===== config.mk =====
export PLATFORM = sky130hd
export DESIGN_NAME = phtu_ctrl
export DESIGN_NICKNAME = d
export VERILOG_FILES = /design/src/phtu_pkg.sv /design/src/phtu_ctrl.sv
export SDC_FILE = /design/constraint.sdc
export NUM_CORES = 1
export LEC_CHECK = 0
export ABC_AREA = 0
export BUFFER_PORTS_ARGS = -buffer_cell sky130_fd_sc_hd__buf_2
export CORE_AREA = 2 2 39 41
export DETAILED_ROUTE_END_ITERATION = 16
export DIE_AREA = 0 0 41 43
export HOLD_SLACK_MARGIN = 0.1
export PLACE_DENSITY = 0.64
export SLEW_MARGIN = 15
export SYNTH_ARGS = -nofsm -noshare
export SYNTH_HDL_FRONTEND = slang
export SYNTH_SLANG_ARGS = --single-unit

===== constraint.sdc =====
create_clock -name clk_i -period 1.8 [get_ports clk_i]
set_input_delay 0.36 -clock clk_i [delete_from_list [all_inputs] [get_ports clk_i]]
set_output_delay 0.36 -clock clk_i [all_outputs]
set_load 0.005 [all_outputs]

===== src/phtu_pkg.sv =====
package phtu_pkg;

  localparam int unsigned MaxLenDefault = 1024;
  localparam logic [63:0] BaseReset     = 64'd100000000003;

  // register map: 64-bit registers on 8-byte boundaries
  localparam int unsigned AddrW     = 4;
  localparam int unsigned RegIdxLsb = 3;
  localparam logic        RegBase   = 1'b0;

  typedef enum logic [1:0] {
    MODE_CLEAR  = 2'd0,
    MODE_APPEND = 2'd1,
    MODE_QUERY  = 2'd2,
    MODE_RSVD   = 2'd3
  } mode_e;

  typedef enum logic [2:0] {
    S_IDLE,
    S_READ,
    S_MUL,
    S_ACC,
    S_FIN
  } state_e;

  typedef struct packed {
    logic       load;
    logic       read;
    logic       mul;
    logic [1:0] step;
    logic       acc;
    logic       commit;
  } cmd_t;

  typedef struct packed {
    logic need_mul;
  } status_t;

  // addition modulo 2^64-1, end-around carry
  function automatic logic [63:0] mod_add(input logic [63:0] x, input logic [63:0] y);
    logic [64:0] s;
    s = {1'b0, x} + {1'b0, y};
    return s[63:0] + {63'd0, s[64]};
  endfunction

  // times 2^32 modulo 2^64-1
  function automatic logic [63:0] rotl32(input logic [63:0] x);
    return {x[31:0], x[63:32]};
  endfunction

  function automatic logic [63:0] norm(input logic [63:0] x);
    return (x == '1) ? '0 : x;
  endfunction

endpackage


===== src/phtu_ctrl.sv =====
module phtu_ctrl (
  input  logic              clk_i,
  input  logic              rst_ni,
  input  logic              in_valid_i,
  output logic              in_ready_o,
  output logic              out_valid_o,
  input  logic              out_ready_i,
  output phtu_pkg::cmd_t    cmd_o,
  input  phtu_pkg::status_t status_i
);
  import phtu_pkg::*;

  state_e     state_q, state_d;
  logic [1:0] step_q, step_d;
  logic       out_valid_q, out_valid_d;
  logic       out_free;

  assign in_ready_o  = (state_q == S_IDLE);
  assign out_valid_o = out_valid_q;
  assign out_free    = !out_valid_q || out_ready_i;

  always_ff @(posedge clk_i or negedge rst_ni) begin
    if (!rst_ni) begin
      state_q     <= S_IDLE;
      step_q      <= '0;
      out_valid_q <= 1'b0;
    end else begin
      state_q     <= state_d;
      step_q      <= step_d;
      out_valid_q <= out_valid_d;
    end
  end

  always_comb begin
    state_d     = state_q;
    step_d      = step_q;
    out_valid_d = out_valid_q && !out_ready_i;
    cmd_o       = '0;
    unique case (state_q)
      S_IDLE: begin
        if (in_valid_i) begin
          cmd_o.load = 1'b1;
          state_d    = S_READ;
        end
      end
      S_READ: begin
        cmd_o.read = 1'b1;
        step_d     = '0;
        state_d    = status_i.need_mul ? S_MUL : S_FIN;
      end
      S_MUL: begin
        cmd_o.mul  = 1'b1;
        cmd_o.step = step_q;
        cmd_o.acc  = (step_q != 2'd0);
        step_d     = step_q + 2'd1;
        if (step_q == 2'd3) begin
          state_d = S_ACC;
        end
      end
      S_ACC: begin
        cmd_o.acc = 1'b1;
        state_d   = S_FIN;
      end
      S_FIN: begin
        if (out_free) begin
          cmd_o.commit = 1'b1;
          out_valid_d  = 1'b1;
          state_d      = S_IDLE;
        end
      end
      default: begin
        state_d = S_IDLE;
      end
    endcase
  end

endmodule


; Yosys cells after proc, flatten, opt, wreduce, memory -nomap -nowiden
; Index checks and enable logic that the tools add are counted.
[classes]
addsub = 1
eq_ne = 8
mux = 15
reduce_logical = 8
[ops]
columns = operator, count
row1 = $mux 3, 5
row2 = $pmux 3 s5, 1
row3 = $mux 1, 7
row4 = $eq 3x2->1 const B, 2
row5 = $ne 2x2->1 const B, 3
row6 = $pmux 2 s2, 1
row7 = $reduce_bool 2->1, 2
row8 = $eq 3x1->1 const B, 1
row9 = $eq 3x3->1 const B, 1
row10 = $logic_not 3->1, 1
row11 = $reduce_and 3->1, 1
row12 = $add 2x1->2 const B, 1
row13 = $eq 2x2->1 const B, 1
row14 = $logic_not 1->1, 2
row15 = $pmux 1 s2, 1
row16 = $logic_and 1x1->1, 1
row17 = $logic_or 1x1->1, 1
[word_totals]
regBits = 6
in_bits = 5
output_inout_bits = 9
elab_cells = 35

; Depth between registers and ports, before layout
[depth]
ltp_word = 4
ltp_mapped = 4
mapped_depth_nobuf = 4

; Least setup slack after synthesis
; Ideal clock, no wire load.
[synth_path]
kind = flip-flop to output port
start = reg step_q[0]
end = out cmd_o[1] in the netlist's numbering
arrival_ns = 0.972
required_ns = 1.440
path_slack_ns = 0.468
stages_incl_launch_ff = 5
path_buffers = 0
path_cell_list = dfrtp_1 > inv_1 > ha_1 > and2b_1 > nor3b_1
[synth_rtl]
columns = element, line_no
row1 = start: declaration, phtu_ctrl.sv:14  ; logic [1:0] step_q, step_d;
row2 = start signal: assignment, phtu_ctrl.sv:29  ; step_q <= step_d;
row3 = end: declaration, phtu_ctrl.sv:8  ; output phtu_pkg::cmd_t cmd_o,

==> out/metrics.yaml <==
start_kind: "register"
synth_flop_cell: "dfrtp_1"
design.core.area_um2: 1380
ir_drop_mv: 0.418
power_switching_share: 0.371
synth_common_cells: "dfrtp_1 (6), nand2b_1 (3), nor3b_1 (3)"
maxSlewHeadroom: 0.842
worstSetupPathType: "reg -> out"
syn-num-nets: 48
setup_violations: 0
worst-r2r-setup-slack_ns: 0.49
yosysMostFrequentCell: "dfrtp_1"
cts_buffers: 3
holdWs_ns: 0.386
yosysSeqAreaShare: 0.351
drt_iter0_markers: 3
synthCells: 41
hold_path.class: "in -> reg"
status: "finished, final reports clean"
place_inst: 70
yosys_warnings: 0
setup_tns_ns: 0
drive_above_1_share: 0.458
max_cap_violations: 0
p_switching_mw: 0.299
async_flop_share: 1.00
clock_skew_ns: 0.000507
clkLatencyLatePin_ns: 0.24
grt_pass1_vias: 272
min_period_ns: 1.69
htreeDepth: 1
antenna_found_initial: 0
clockPowerShare: 0.148
yosysUniqueCellTypes: 25
hpwl_um: 552
rr_worst_depth: 4
drtPass1Iterations: 3
ant_nets: 0
post-route-drc-count: 0
wirelength_um: 730
die-area_um2: 1760
p_leak_nw: 0.291
crit_fanout: 11
worstMarginPinSlew_ns: 0.234
arrival_ns: 1.33
p_total_mw: 0.806
path_clk_slew_ns: 0.04
ctsLongestPathBuffers: 2
finalMaxSlewViolations: 0
crit_end: "cmd_o[1]"
synth_area_per_cell_um2: 10.4
routed_via_density: 4.64
power_frac_comb: 0.543
synthTopCellsByArea: "dfrtp_1 (35%), ha_1 (5.8%), nor3b_1 (5.3%)"
cp.required_ns: 1.44
reg2reg_from: "step_q[0]"
gp_congestion: 0.671
post-route-util: 0.398
nets: 68
ios: 14
rsz0062_at_grt: "false"
startpoint: "state_q[0]"
numClockSinks: 6
portBuffers: 13
max_freq_ghz: 0.592
grt_pass1_wl_um: 1200
netlist.area_leader.share: 0.351
intPower_mw: 0.507
fp.dieW_um: 41
globalRoute.totalOverflow: 0
finalHoldViolations: 0
start_util: 0.309
grt_usage: 0.109
synth_seq_cells: 6
netlist_area_um2: 428
period_share: 0.938
die_height_um: 43
areaGrowthSynthToFinish_pct: 28.7
seqPwrFrac: 0.309
rows: 14
synth_edf_count: 0
wire_per_inst_um: 9.73
r2r_end: "step_q[1]"
grt_max_degree: 16
synth.largest_area_cell: "dfrtp_1"
clock-root-buffer: "clkbuf_4"
vias: 348
diodes: 0
tritoncts: "done"
fin_cells: 75
powerDensity_nw_per_um2: 1460
crit_path_end_kind: "output pin"
==> worst max-delay path, cell delays in order (launching register included) <==
cell and delay, ns:
dfrtp_1 0.40, buf_4 0.20, and2b_1 0.19, nor3b_1 0.16, buf_2 0.14
==> layer usage <==
layer	vias up	wire, um	global-route usage
met5	-	0	0
met1	155	346	0.133
met4	0	0	0.0600
met3	0	49	0.0890
met2	9	334	0.128
li1	184	-	-
==> worst min path at each step <==
stage,slack [ns],end,depth (start not counted),start
after detailed placement,0.19,out_valid_o,1,rst_ni
final,0.39,state_q[1],3,status_i
after CTS,0.38,state_q[1],3,status_i
after global routing,0.37,state_q[1],3,status_i
after floorplan,0.06,out_valid_o,0,rst_ni
after global placement,0.19,state_q[2],1,rst_ni
==> cell usage in the layout (no fill, tap or decap), drive strengths merged, types with 2 or more instances in the layout <==
cell | netlist | final
a211o | 2 | 2
buf | 3 | 17
clkbuf | 0 | 3
dfrtp | 6 | 6
ha | 2 | 2
inv | 2 | 2
nand2 | 2 | 2
nand2b | 3 | 3
nor2b | 2 | 2
nor3 | 2 | 2
nor3b | 4 | 4
nor4b | 2 | 2
==> state kept, by name, summed over array words and instances, names as in the netlist <==
register / flops
state_q: 3
step_q: 2
out_valid_o: 1
==> per-stage QoR <==
stage | setup slack (ns) | area [um2]
floorplan | 0.468 | 428
global placement | 0.331 | 509
detailed placement | 0.328 | 509
CTS | 0.0556 | 542
global route | 0.0191 | 551
finish | 0.112 | 551
==> timing repair <==
item                                    in CTS  in global routing
endpoints found under the hold margin        6                  0
resized for setup                            0                  2
endpoints found under the setup margin       0                  2
buffers inserted                             0                  1
hold buffers                                 1                  0
==> final cells by class <==
| cell class | count | area [um2] |
|---|---|---|
| sequential | 6 | 151 |
| inverter | 2 | 7.51 |
| fill | 156 | 833 |
| tap | 16 | 20.0 |
| multi-input combinational | 30 | 244 |
| clock buffer | 3 | 22.5 |
| timing repair buffer | 18 | 105 |
==> kinds of logic (layout without fill, tap and decap cells) <==
logic type,count (synthesis),count (layout),share of synthesized area
adders and majority gates,2,2,0.0585
AOI/OAI and AO/OA,6,6,0.129
and+or+nand+nor,22,22,0.383
DFF,6,6,0.351
buffers and inverters,5,23,0.0789
==> power groups by stage <==
stage                     Sequential, mW  Clock [mW]  Combinational [mW]
after floorplan                    0.236           0               0.320
after global placement             0.247           0               0.424
after detailed placement           0.248           0               0.428
after CTS                          0.246       0.127               0.429
after global routing               0.258       0.143               0.497
final                              0.249       0.119               0.438
Power figures use the tool's default switching activity.
