**config.mk**
```make
export PLATFORM = sky130hd
export DESIGN_NAME = phtu_regs
export DESIGN_NICKNAME = d
export VERILOG_FILES = /design/src/phtu_pkg.sv /design/src/phtu_regs.sv
export SDC_FILE = /design/constraint.sdc
export NUM_CORES = 1
export LEC_CHECK = 0
export BUFFER_PORTS_ARGS = -buffer_cell sky130_fd_sc_hd__buf_4
export CORE_UTILIZATION = 40
export CTS_BUF_LIST = sky130_fd_sc_hd__clkbuf_8
export DETAILED_ROUTE_END_ITERATION = 8
export PLACE_DENSITY = 0.76
export SYNTH_ARGS = -nofsm -noshare
export SYNTH_HDL_FRONTEND = slang
export SYNTH_SLANG_ARGS = --single-unit
```
**constraint.sdc**
```tcl
create_clock -name clk_i -period 0.8 [get_ports clk_i]
set_input_delay 0.04 -clock clk_i [delete_from_list [all_inputs] [get_ports clk_i]]
set_output_delay 0.04 -clock clk_i [all_outputs]
set_load 0.02 [all_outputs]
```
**src/phtu_pkg.sv**
```systemverilog
package phtu_pkg;

  localparam int unsigned MaxLenDefault = 1024;
  localparam logic [63:0] BaseReset     = 64'd100000000003;

  // register map: 64-bit registers on 8-byte boundaries
  localparam int unsigned AddrW     = 4;
  localparam int unsigned RegIdxLsb = 3;
  localparam logic        RegBase   = 1'b0;

  typedef enum logic [1:0] {
    MODE_CLEAR  = 2'd0,
    MODE_APPEND = 2'd1,
    MODE_QUERY  = 2'd2,
    MODE_RSVD   = 2'd3
  } mode_e;

  typedef enum logic [2:0] {
    S_IDLE,
    S_READ,
    S_MUL,
    S_ACC,
    S_FIN
  } state_e;

  typedef struct packed {
    logic       load;
    logic       read;
    logic       mul;
    logic [1:0] step;
    logic       acc;
    logic       commit;
  } cmd_t;

  typedef struct packed {
    logic need_mul;
  } status_t;

  // addition modulo 2^64-1, end-around carry
  function automatic logic [63:0] mod_add(input logic [63:0] x, input logic [63:0] y);
    logic [64:0] s;
    s = {1'b0, x} + {1'b0, y};
    return s[63:0] + {63'd0, s[64]};
  endfunction

  // times 2^32 modulo 2^64-1
  function automatic logic [63:0] rotl32(input logic [63:0] x);
    return {x[31:0], x[63:32]};
  endfunction

  function automatic logic [63:0] norm(input logic [63:0] x);
    return (x == '1) ? '0 : x;
  endfunction

endpackage

```
**src/phtu_regs.sv**
```systemverilog
module phtu_regs (
  input  logic                        clk_i,
  input  logic                        rst_ni,
  input  logic                        psel,
  input  logic                        penable,
  input  logic                        pwrite,
  input  logic [phtu_pkg::AddrW-1:0]  paddr,
  input  logic [63:0]                 pwdata,
  output logic [63:0]                 prdata,
  output logic                        pready,
  output logic [63:0]                 base_o
);
  import phtu_pkg::*;

  logic [63:0] base_q, base_d;
  logic        sel_base;

  assign sel_base = (paddr[AddrW-1:RegIdxLsb] == RegBase);
  assign pready   = 1'b1;
  assign prdata   = sel_base ? base_q : '0;
  assign base_o   = base_q;

  always_comb begin
    base_d = base_q;
    if (psel && penable && pwrite && sel_base) begin
      base_d = pwdata;
    end
  end

  always_ff @(posedge clk_i or negedge rst_ni) begin
    if (!rst_ni) begin
      base_q <= BaseReset;
    end else begin
      base_q <= base_d;
    end
  end

endmodule

```
==> results of run 1 <==
[per-stage QoR]
stage | hold WS, ns | setup TNS [ns] | area, sq um | instances | util
after CTS | 0.248 | -38.09 | 7050 | 650 | 0.917
after detailed placement | 0.0204 | -18.20 | 4960 | 506 | 0.645
after global placement | 0.0170 | -16.24 | 4960 | 506 | 0.645
after floorplan | -0.256 | -7.08 | 3380 | 209 | -
[cells in the mapped netlist]
cell type,n
buf_12,6
buf_2,1
buf_4,1
buf_6,1
clkbuf_1,6
conb_1,1
dfrtp_1,47
dfstp_2,17
mux2_2,4
mux2_4,60
nand4b_4,1
nor2b_1,64
[kinds of logic after synthesis]
family                 after synthesis
buffers and inverters               15
flip-flops                          64
multiplexers                        64
other                                1
AND/OR/NAND/NOR                     65
[repair_timing]
action	in CTS
gates cloned	0
hold buffers	65
hold endpoints to repair	128
gates resized for setup	197
setup buffers	63
pin swaps	0
setup endpoints to repair	129
==> results.ini, run 1 <==
[status]
stop_error = [ERROR DPL-0033] detailed placement checks failed during check placement.
status = did not finish
stop_stage = global routing

[place]
portBuffers = 197
hpwl_um = 5980
gp_congestion = 0.729
pre_cts_slack_ns = -0.266

[synth]
synth_mux_area_frac = 0.299
synthAdderAreaFrac = 0
synth_xor_area_frac = 0
syn_avg_cell_area_sq_um = 15.1
synth_top_family_by_area = multiplexers
synth_compound_area_frac = 0
synth_area_leaders = dfrtp_1 (37%), mux2_4 (28%), dfstp_2 (14%)
synth_cell_types = 12
yosysTopAreaCell = dfrtp_1
synth.net_count = 282
syn-cell-area_sq_mm = 0.00316
synth-seq-area-share = 0.513
synthSimpleGateAreaFrac = 0.134
synth_top_area_share = 0.372
synth.ff_latch_count = 64
synth_cells = 209
yosysWarnings = 0

[cts]
ctsRootBufferMaster = clkbuf_8
h-tree-depth = 3
numCtsBuffers = 9
cts_num_sinks = 64
clk_path_buf_depth = 2

[floorplan]
die_height_um = 90.9
die_width_um = 90.9
ios = 202
row_count = 32
start_util = 0.411

[timing]
crit_endpoint = prdata[0]
worstEpCategory = top-level output

[global_routing]
antenna_found_initial = 2
grt_max_degree = 41

==> run 2, diff against run 1 <==
--- a/config.mk
+++ b/config.mk
@@ -6,10 +6,9 @@
 export NUM_CORES = 1
 export LEC_CHECK = 0
 export BUFFER_PORTS_ARGS = -buffer_cell sky130_fd_sc_hd__buf_4
-export CORE_UTILIZATION = 40
-export CTS_BUF_LIST = sky130_fd_sc_hd__clkbuf_8
+export CORE_UTILIZATION = 25
 export DETAILED_ROUTE_END_ITERATION = 8
-export PLACE_DENSITY = 0.76
+export PLACE_DENSITY_LB_ADDON = 0.15
 export SYNTH_ARGS = -nofsm -noshare
 export SYNTH_HDL_FRONTEND = slang
 export SYNTH_SLANG_ARGS = --single-unit
==> results.ini, run 2 <==
[global_routing]
antenna_found_initial = 0
grt_pass1_vias = 3067
grt_pass1_wl_um = 15600
grt_max_degree = 64
track_usage = 0.156
gr-total-overflow = 0

[routing]
met1_length_um = 3800
route.met2.wl_um = 6170
ant_nets = 0
drt-wirelength-per-cell_um = 14.9
wirelength_um = 10700
drc_errors = 0
vias_per_cell = 3.98
drt_first_pass_iters = 4
drt_iter0_markers = 53
wl_met3_um = 569
vias = 2849
routed.top_layer = met4

[place]
portBuffers = 197
dp_cells = 569
gp_congestion = 0.693
hpwl_um = 6140
placed_cell_area_sq_mm = 0.00505
pre_cts_slack_ns = -0.280

[synth]
synth_area_leaders = dfrtp_1 (37%), mux2_4 (28%), dfstp_2 (14%)
synth_edf_count = 0
yosysTopAreaCell = dfrtp_1
syn_avg_cell_area_sq_um = 15.1
synth.net_count = 282
synth_top_area_share = 0.372
async_flop_share = 1.00
syn-cell-area_sq_mm = 0.00316
synthMostInstantiatedCell = nor2b_1
synth.ff_latch_count = 64
synth-seq-area-share = 0.513
synth_cells = 209
synth-main-ff-cell = dfrtp_1
yosysWarnings = 0
synth_cell_types = 12
synthTopCellsByCount = nor2b_1 (64), mux2_4 (60), dfrtp_1 (47), dfstp_2 (17)

[cts]
cts_tree = built
numCtsBuffers = 9
path_clk_slew_ns = 0.05
ctsRootBufferMaster = clkbuf_16
clkLatencyLatePin_ns = 0.32
cts_num_sinks = 64
clk_path_buf_depth = 2
h-tree-depth = 3

[floorplan]
ios = 202
core_area_sq_mm = 0.0122
start_util = 0.260
die_width_um = 114
row_count = 40
die_height_um = 114
die-area_sq_mm = 0.0131

[final_layout]
fill_cells = 932
drive_gt1_frac = 0.801
final_cells = 716
fin_nets = 616
syn_to_final_growth_pct = 138
final-seq-area_sq_mm = 0.00163
multiInputGateArea_sq_mm = 0.00187
largest_reg_flops = 64
final_cell_mix = buf_6 (190), buf_4 (77), dlygate4sd3_1 (65)
diodes = 0
final_cell_area_sq_mm = 0.00753
fin_util = 0.619
final_common_cell = buf_6

[setup_path]
crit_fanout = 3
cp_cell_sequence = nor2b_4 -> buf_6
critPathSlowestCell = dfstp_2
worst-setup-path-type = flip-flop to output port
critPathLaunchType = flip-flop
cp.arrival_ns = 1.15
regToRegStartpoint = base_o[49]
reg2reg_depth = 3
critical_path.startpoint = base_o[11]
critical-path-max-stage-delay_ns = 0.56
worst_setup_path_end_kind = output port
worst_ep_required_time_ns = 0.76

[worst_hold_path]
worstHoldStart = penable
whs_path_depth = 3
min_path_type = input pin to flip-flop

[run]
cap_violations = 0

[timing]
finalWorstSetupSlack_ns = -0.389
fmax_mhz = 841
fin_worst_skew_ns = 0
hold_viol_final = 0
finalSetupViolations = 161
finalCritPeriodShare = 1.49
min_period_ns = 1.19
setup_tns_ns = -34.35
slew_violations = 0
rsz0062_at_grt = true

[status]
status = finished, violations left
violations = setup timing

[power]
pwr_density_cell_mw_per_mm2 = 2390
ir_drop_v = 0.00117
leakage_nw = 3.80

## run 2: per-stage QoR
step           total power [mW]  hold slack, ns
2_1_floorplan              7.87          -0.256
3_3_place_gp               10.3        -0.00194
3_5_place_dp               10.4         0.00428
4_1_cts                    17.3           0.175
5_1_grt                    18.8           0.176
6_report                   18.0           0.187
## run 2: path summary, 6_finish.rpt
check,endpoint,slack (ns)
worst max-delay path,prdata[11],-0.39
worst min-delay path,base_o[8],0.19
worst max register to register,base_o[49],-0.18
worst min register to register,base_o[59],0.55
max in group asynchronous,base_o[1],0.20
min in group asynchronous,base_o[33],0.22
## run 2: cell families (layout without fill, tap and decap cells)
logic type | after synthesis | in the layout | synth area share
multiplexers | 64 | 64 | 0.299
other | 1 | 1 | 0.00119
flip-flops | 64 | 64 | 0.513
AND/OR/NAND/NOR | 65 | 65 | 0.134
buffers and inverters | 15 | 354 | 0.0526
## run 2: report_power, final
part | total [mW] | switching [mW] | internal [mW]
clock network | 4.37 | 1.39 | 2.98
registers | 4.88 | 0.763 | 4.12
logic | 8.74 | 3.12 | 5.63
total | 18.0 | 5.27 | 12.7
## run 2: timing repair
| action | CTS | global route |
|---|---|---|
| pin swaps | 0 | 0 |
| hold endpoints to repair | 112 | 0 |
| buffers inserted | 48 | 20 |
| endpoints found under the setup margin | 131 | 168 |
| hold buffers | 65 | 0 |
| resized for setup | 183 | 65 |
## run 2: area by class of cell
class,count,area share
Timing Repair Buffer,338,0.463
Multi-Input combinational cell,130,0.248
Sequential cell,64,0.216
Clock buffer,12,0.0354
Tap cell,168,0.0279
Clock inverter,4,0.00997
## run 2: layer usage
metal,up-vias,GRT usage
met4,0,0.0442
met2,104,0.299
met3,10,0.0461
li1,1355,-
met5,-,0
met1,1380,0.165
## run 2: critical path: cells and delay by family, from the launching register on
family        cells  cell delay, ns
buf+inv           1            0.12
flops             1            0.56
simple gates      1            0.15
(Power assumes the default switching activity.)
==> run 3, diff against run 2 <==
==> constraint.sdc (replaced) <==
create_clock -name clk_i -period 1.5 [get_ports clk_i]
set_input_delay 0.075 -clock clk_i [delete_from_list [all_inputs] [get_ports clk_i]]
set_output_delay 0.075 -clock clk_i [all_outputs]
set_load 0.02 [all_outputs]
==> results.ini, run 3 (synthesis results as in run 2) <==
[timing]
max-slew-margin-rel = 0.570
worst_pin_slew_ns = 0.646
hold_viol_final = 0
rsz0062_at_grt = false
finalSetupViolations = 0
setup_tns_ns = 0
holdWs_ns = 0.217
fmax_mhz = 790
slew_violations = 0
min_period_ns = 1.27
finalWorstSetupSlack_ns = 0.234
fin_worst_skew_ns = 0
finalCritPeriodShare = 0.844

[global_routing]
grt_max_degree = 65
grt_pass1_vias = 2496
track_usage = 0.128
antenna_found_initial = 0
gr-total-overflow = 0
grt_pass1_wl_um = 12900

[final_layout]
final_cell_mix = buf_4 (199), dlygate4sd3_1 (65), nor2b_1 (64)
final_common_cell = buf_4
diodes = 0
final_cell_area_sq_mm = 0.00571
fin_util = 0.469
syn_to_final_growth_pct = 80.4
largest_reg_flops = 64
fin_nets = 544
drive_gt1_frac = 0.622

[setup_path]
cp-endpoint = prdata[0]
r2r_end = base_o[49]
cp.arrival_ns = 1.19
reg2reg_depth = 1
worst_setup_path_end_kind = output port
critPathSlowestCell = dfstp_2
critical_path.startpoint = base_o[0]
regToRegStartpoint = base_o[49]
critical-path-max-stage-delay_ns = 0.55
worst_ep_required_time_ns = 1.42
critical_path.top_delay_family = flip-flops
crit_buf_inv = 1
critPathLaunchType = flip-flop
cp.depth = 2
cp_cell_sequence = nor2b_1 -> buf_4
crit_fanout = 3
r2r_setup_slack_ns = 0.68
worst-setup-path-type = flip-flop to output port

[place]
placed_cell_area_sq_mm = 0.00474
portBuffers = 197
gp_congestion = 0.660
hpwl_um = 5590
pre_cts_slack_ns = 0.329

[floorplan]
die-area_sq_mm = 0.0131
row_count = 40
start_util = 0.260
ios = 202
core_area_sq_mm = 0.0122
die_width_um = 114
die_height_um = 114

[routing]
wirelength_um = 8490
drt-wirelength-per-cell_um = 13.2
drc_errors = 0
drt_first_pass_iters = 3
ant_nets = 0
drt_iter0_markers = 60
vias = 2524
vias_per_cell = 3.92

[cts]
numCtsBuffers = 9
path_clk_slew_ns = 0.05
cts_num_sinks = 64
h-tree-depth = 3
cts_tree = built
clk_path_buf_depth = 2
ctsRootBufferMaster = clkbuf_16
post_cts_buffers = 0
clkLatencyLatePin_ns = 0.32

[power]
pwr_density_cell_mw_per_mm2 = 1340
ir_drop_v = 0.000573
leakage_nw = 2.92

[status]
status = completed

[run]
cap_violations = 0

[worst_hold_path]
min_path_type = input pin to asynchronous set/reset pin

run 3: cell count changes in the layout (fill, tap and decap cells not counted), sizes merged:
cell      change
buf          -72
clkbuf        +1
clkinv        +1
clkinvlp      -2
run 3: repair_timing:
item,in CTS,in global routing
endpoints found under the setup margin,0,0
gates resized for setup,0,0
hold buffers,65,0
hold endpoints to repair,92,0
run 3: worst min-delay path by stage:
stage               startpoint         end  slack, ns
floorplan               rst_ni  base_o[10]      -0.22
global placement        rst_ni  base_o[57]       0.03
detailed placement      rst_ni  base_o[57]       0.04
CTS                     rst_ni  base_o[57]       0.21
global route            rst_ni  base_o[54]       0.26
finish                  rst_ni  base_o[57]       0.22
run 3: area by class of cell:
type	instances	area (sq um)
repair buffers	266	2180
flip-flops and latches	64	1620
well taps	168	210
fillers	1108	6450
multi-input cells	130	1370
clock inverters	3	65.1
clock buffers	13	250
run 3: report_power, final:
part | switching (mW) | internal (mW)
clock network | 0.737 | 1.50
registers | 0.333 | 2.19
logic | 1.30 | 1.60
total | 2.37 | 5.29
run 3: stage by stage:
stage / total power, mW / cells
2_1_floorplan: 4.06 / 209
3_3_place_gp: 5.31 / 563
3_5_place_dp: 5.32 / 563
4_1_cts: 7.77 / 644
5_1_grt: 8.03 / 644
6_report: 7.66 / 644
run 3: routing by layer:
layer  track usage  share of wire  wire length, um
met3        0.0365          0.072              608
met4        0.0545          0.015              129
met1         0.148           0.41             3490
met2         0.221           0.50             4260
met5             0              0                0
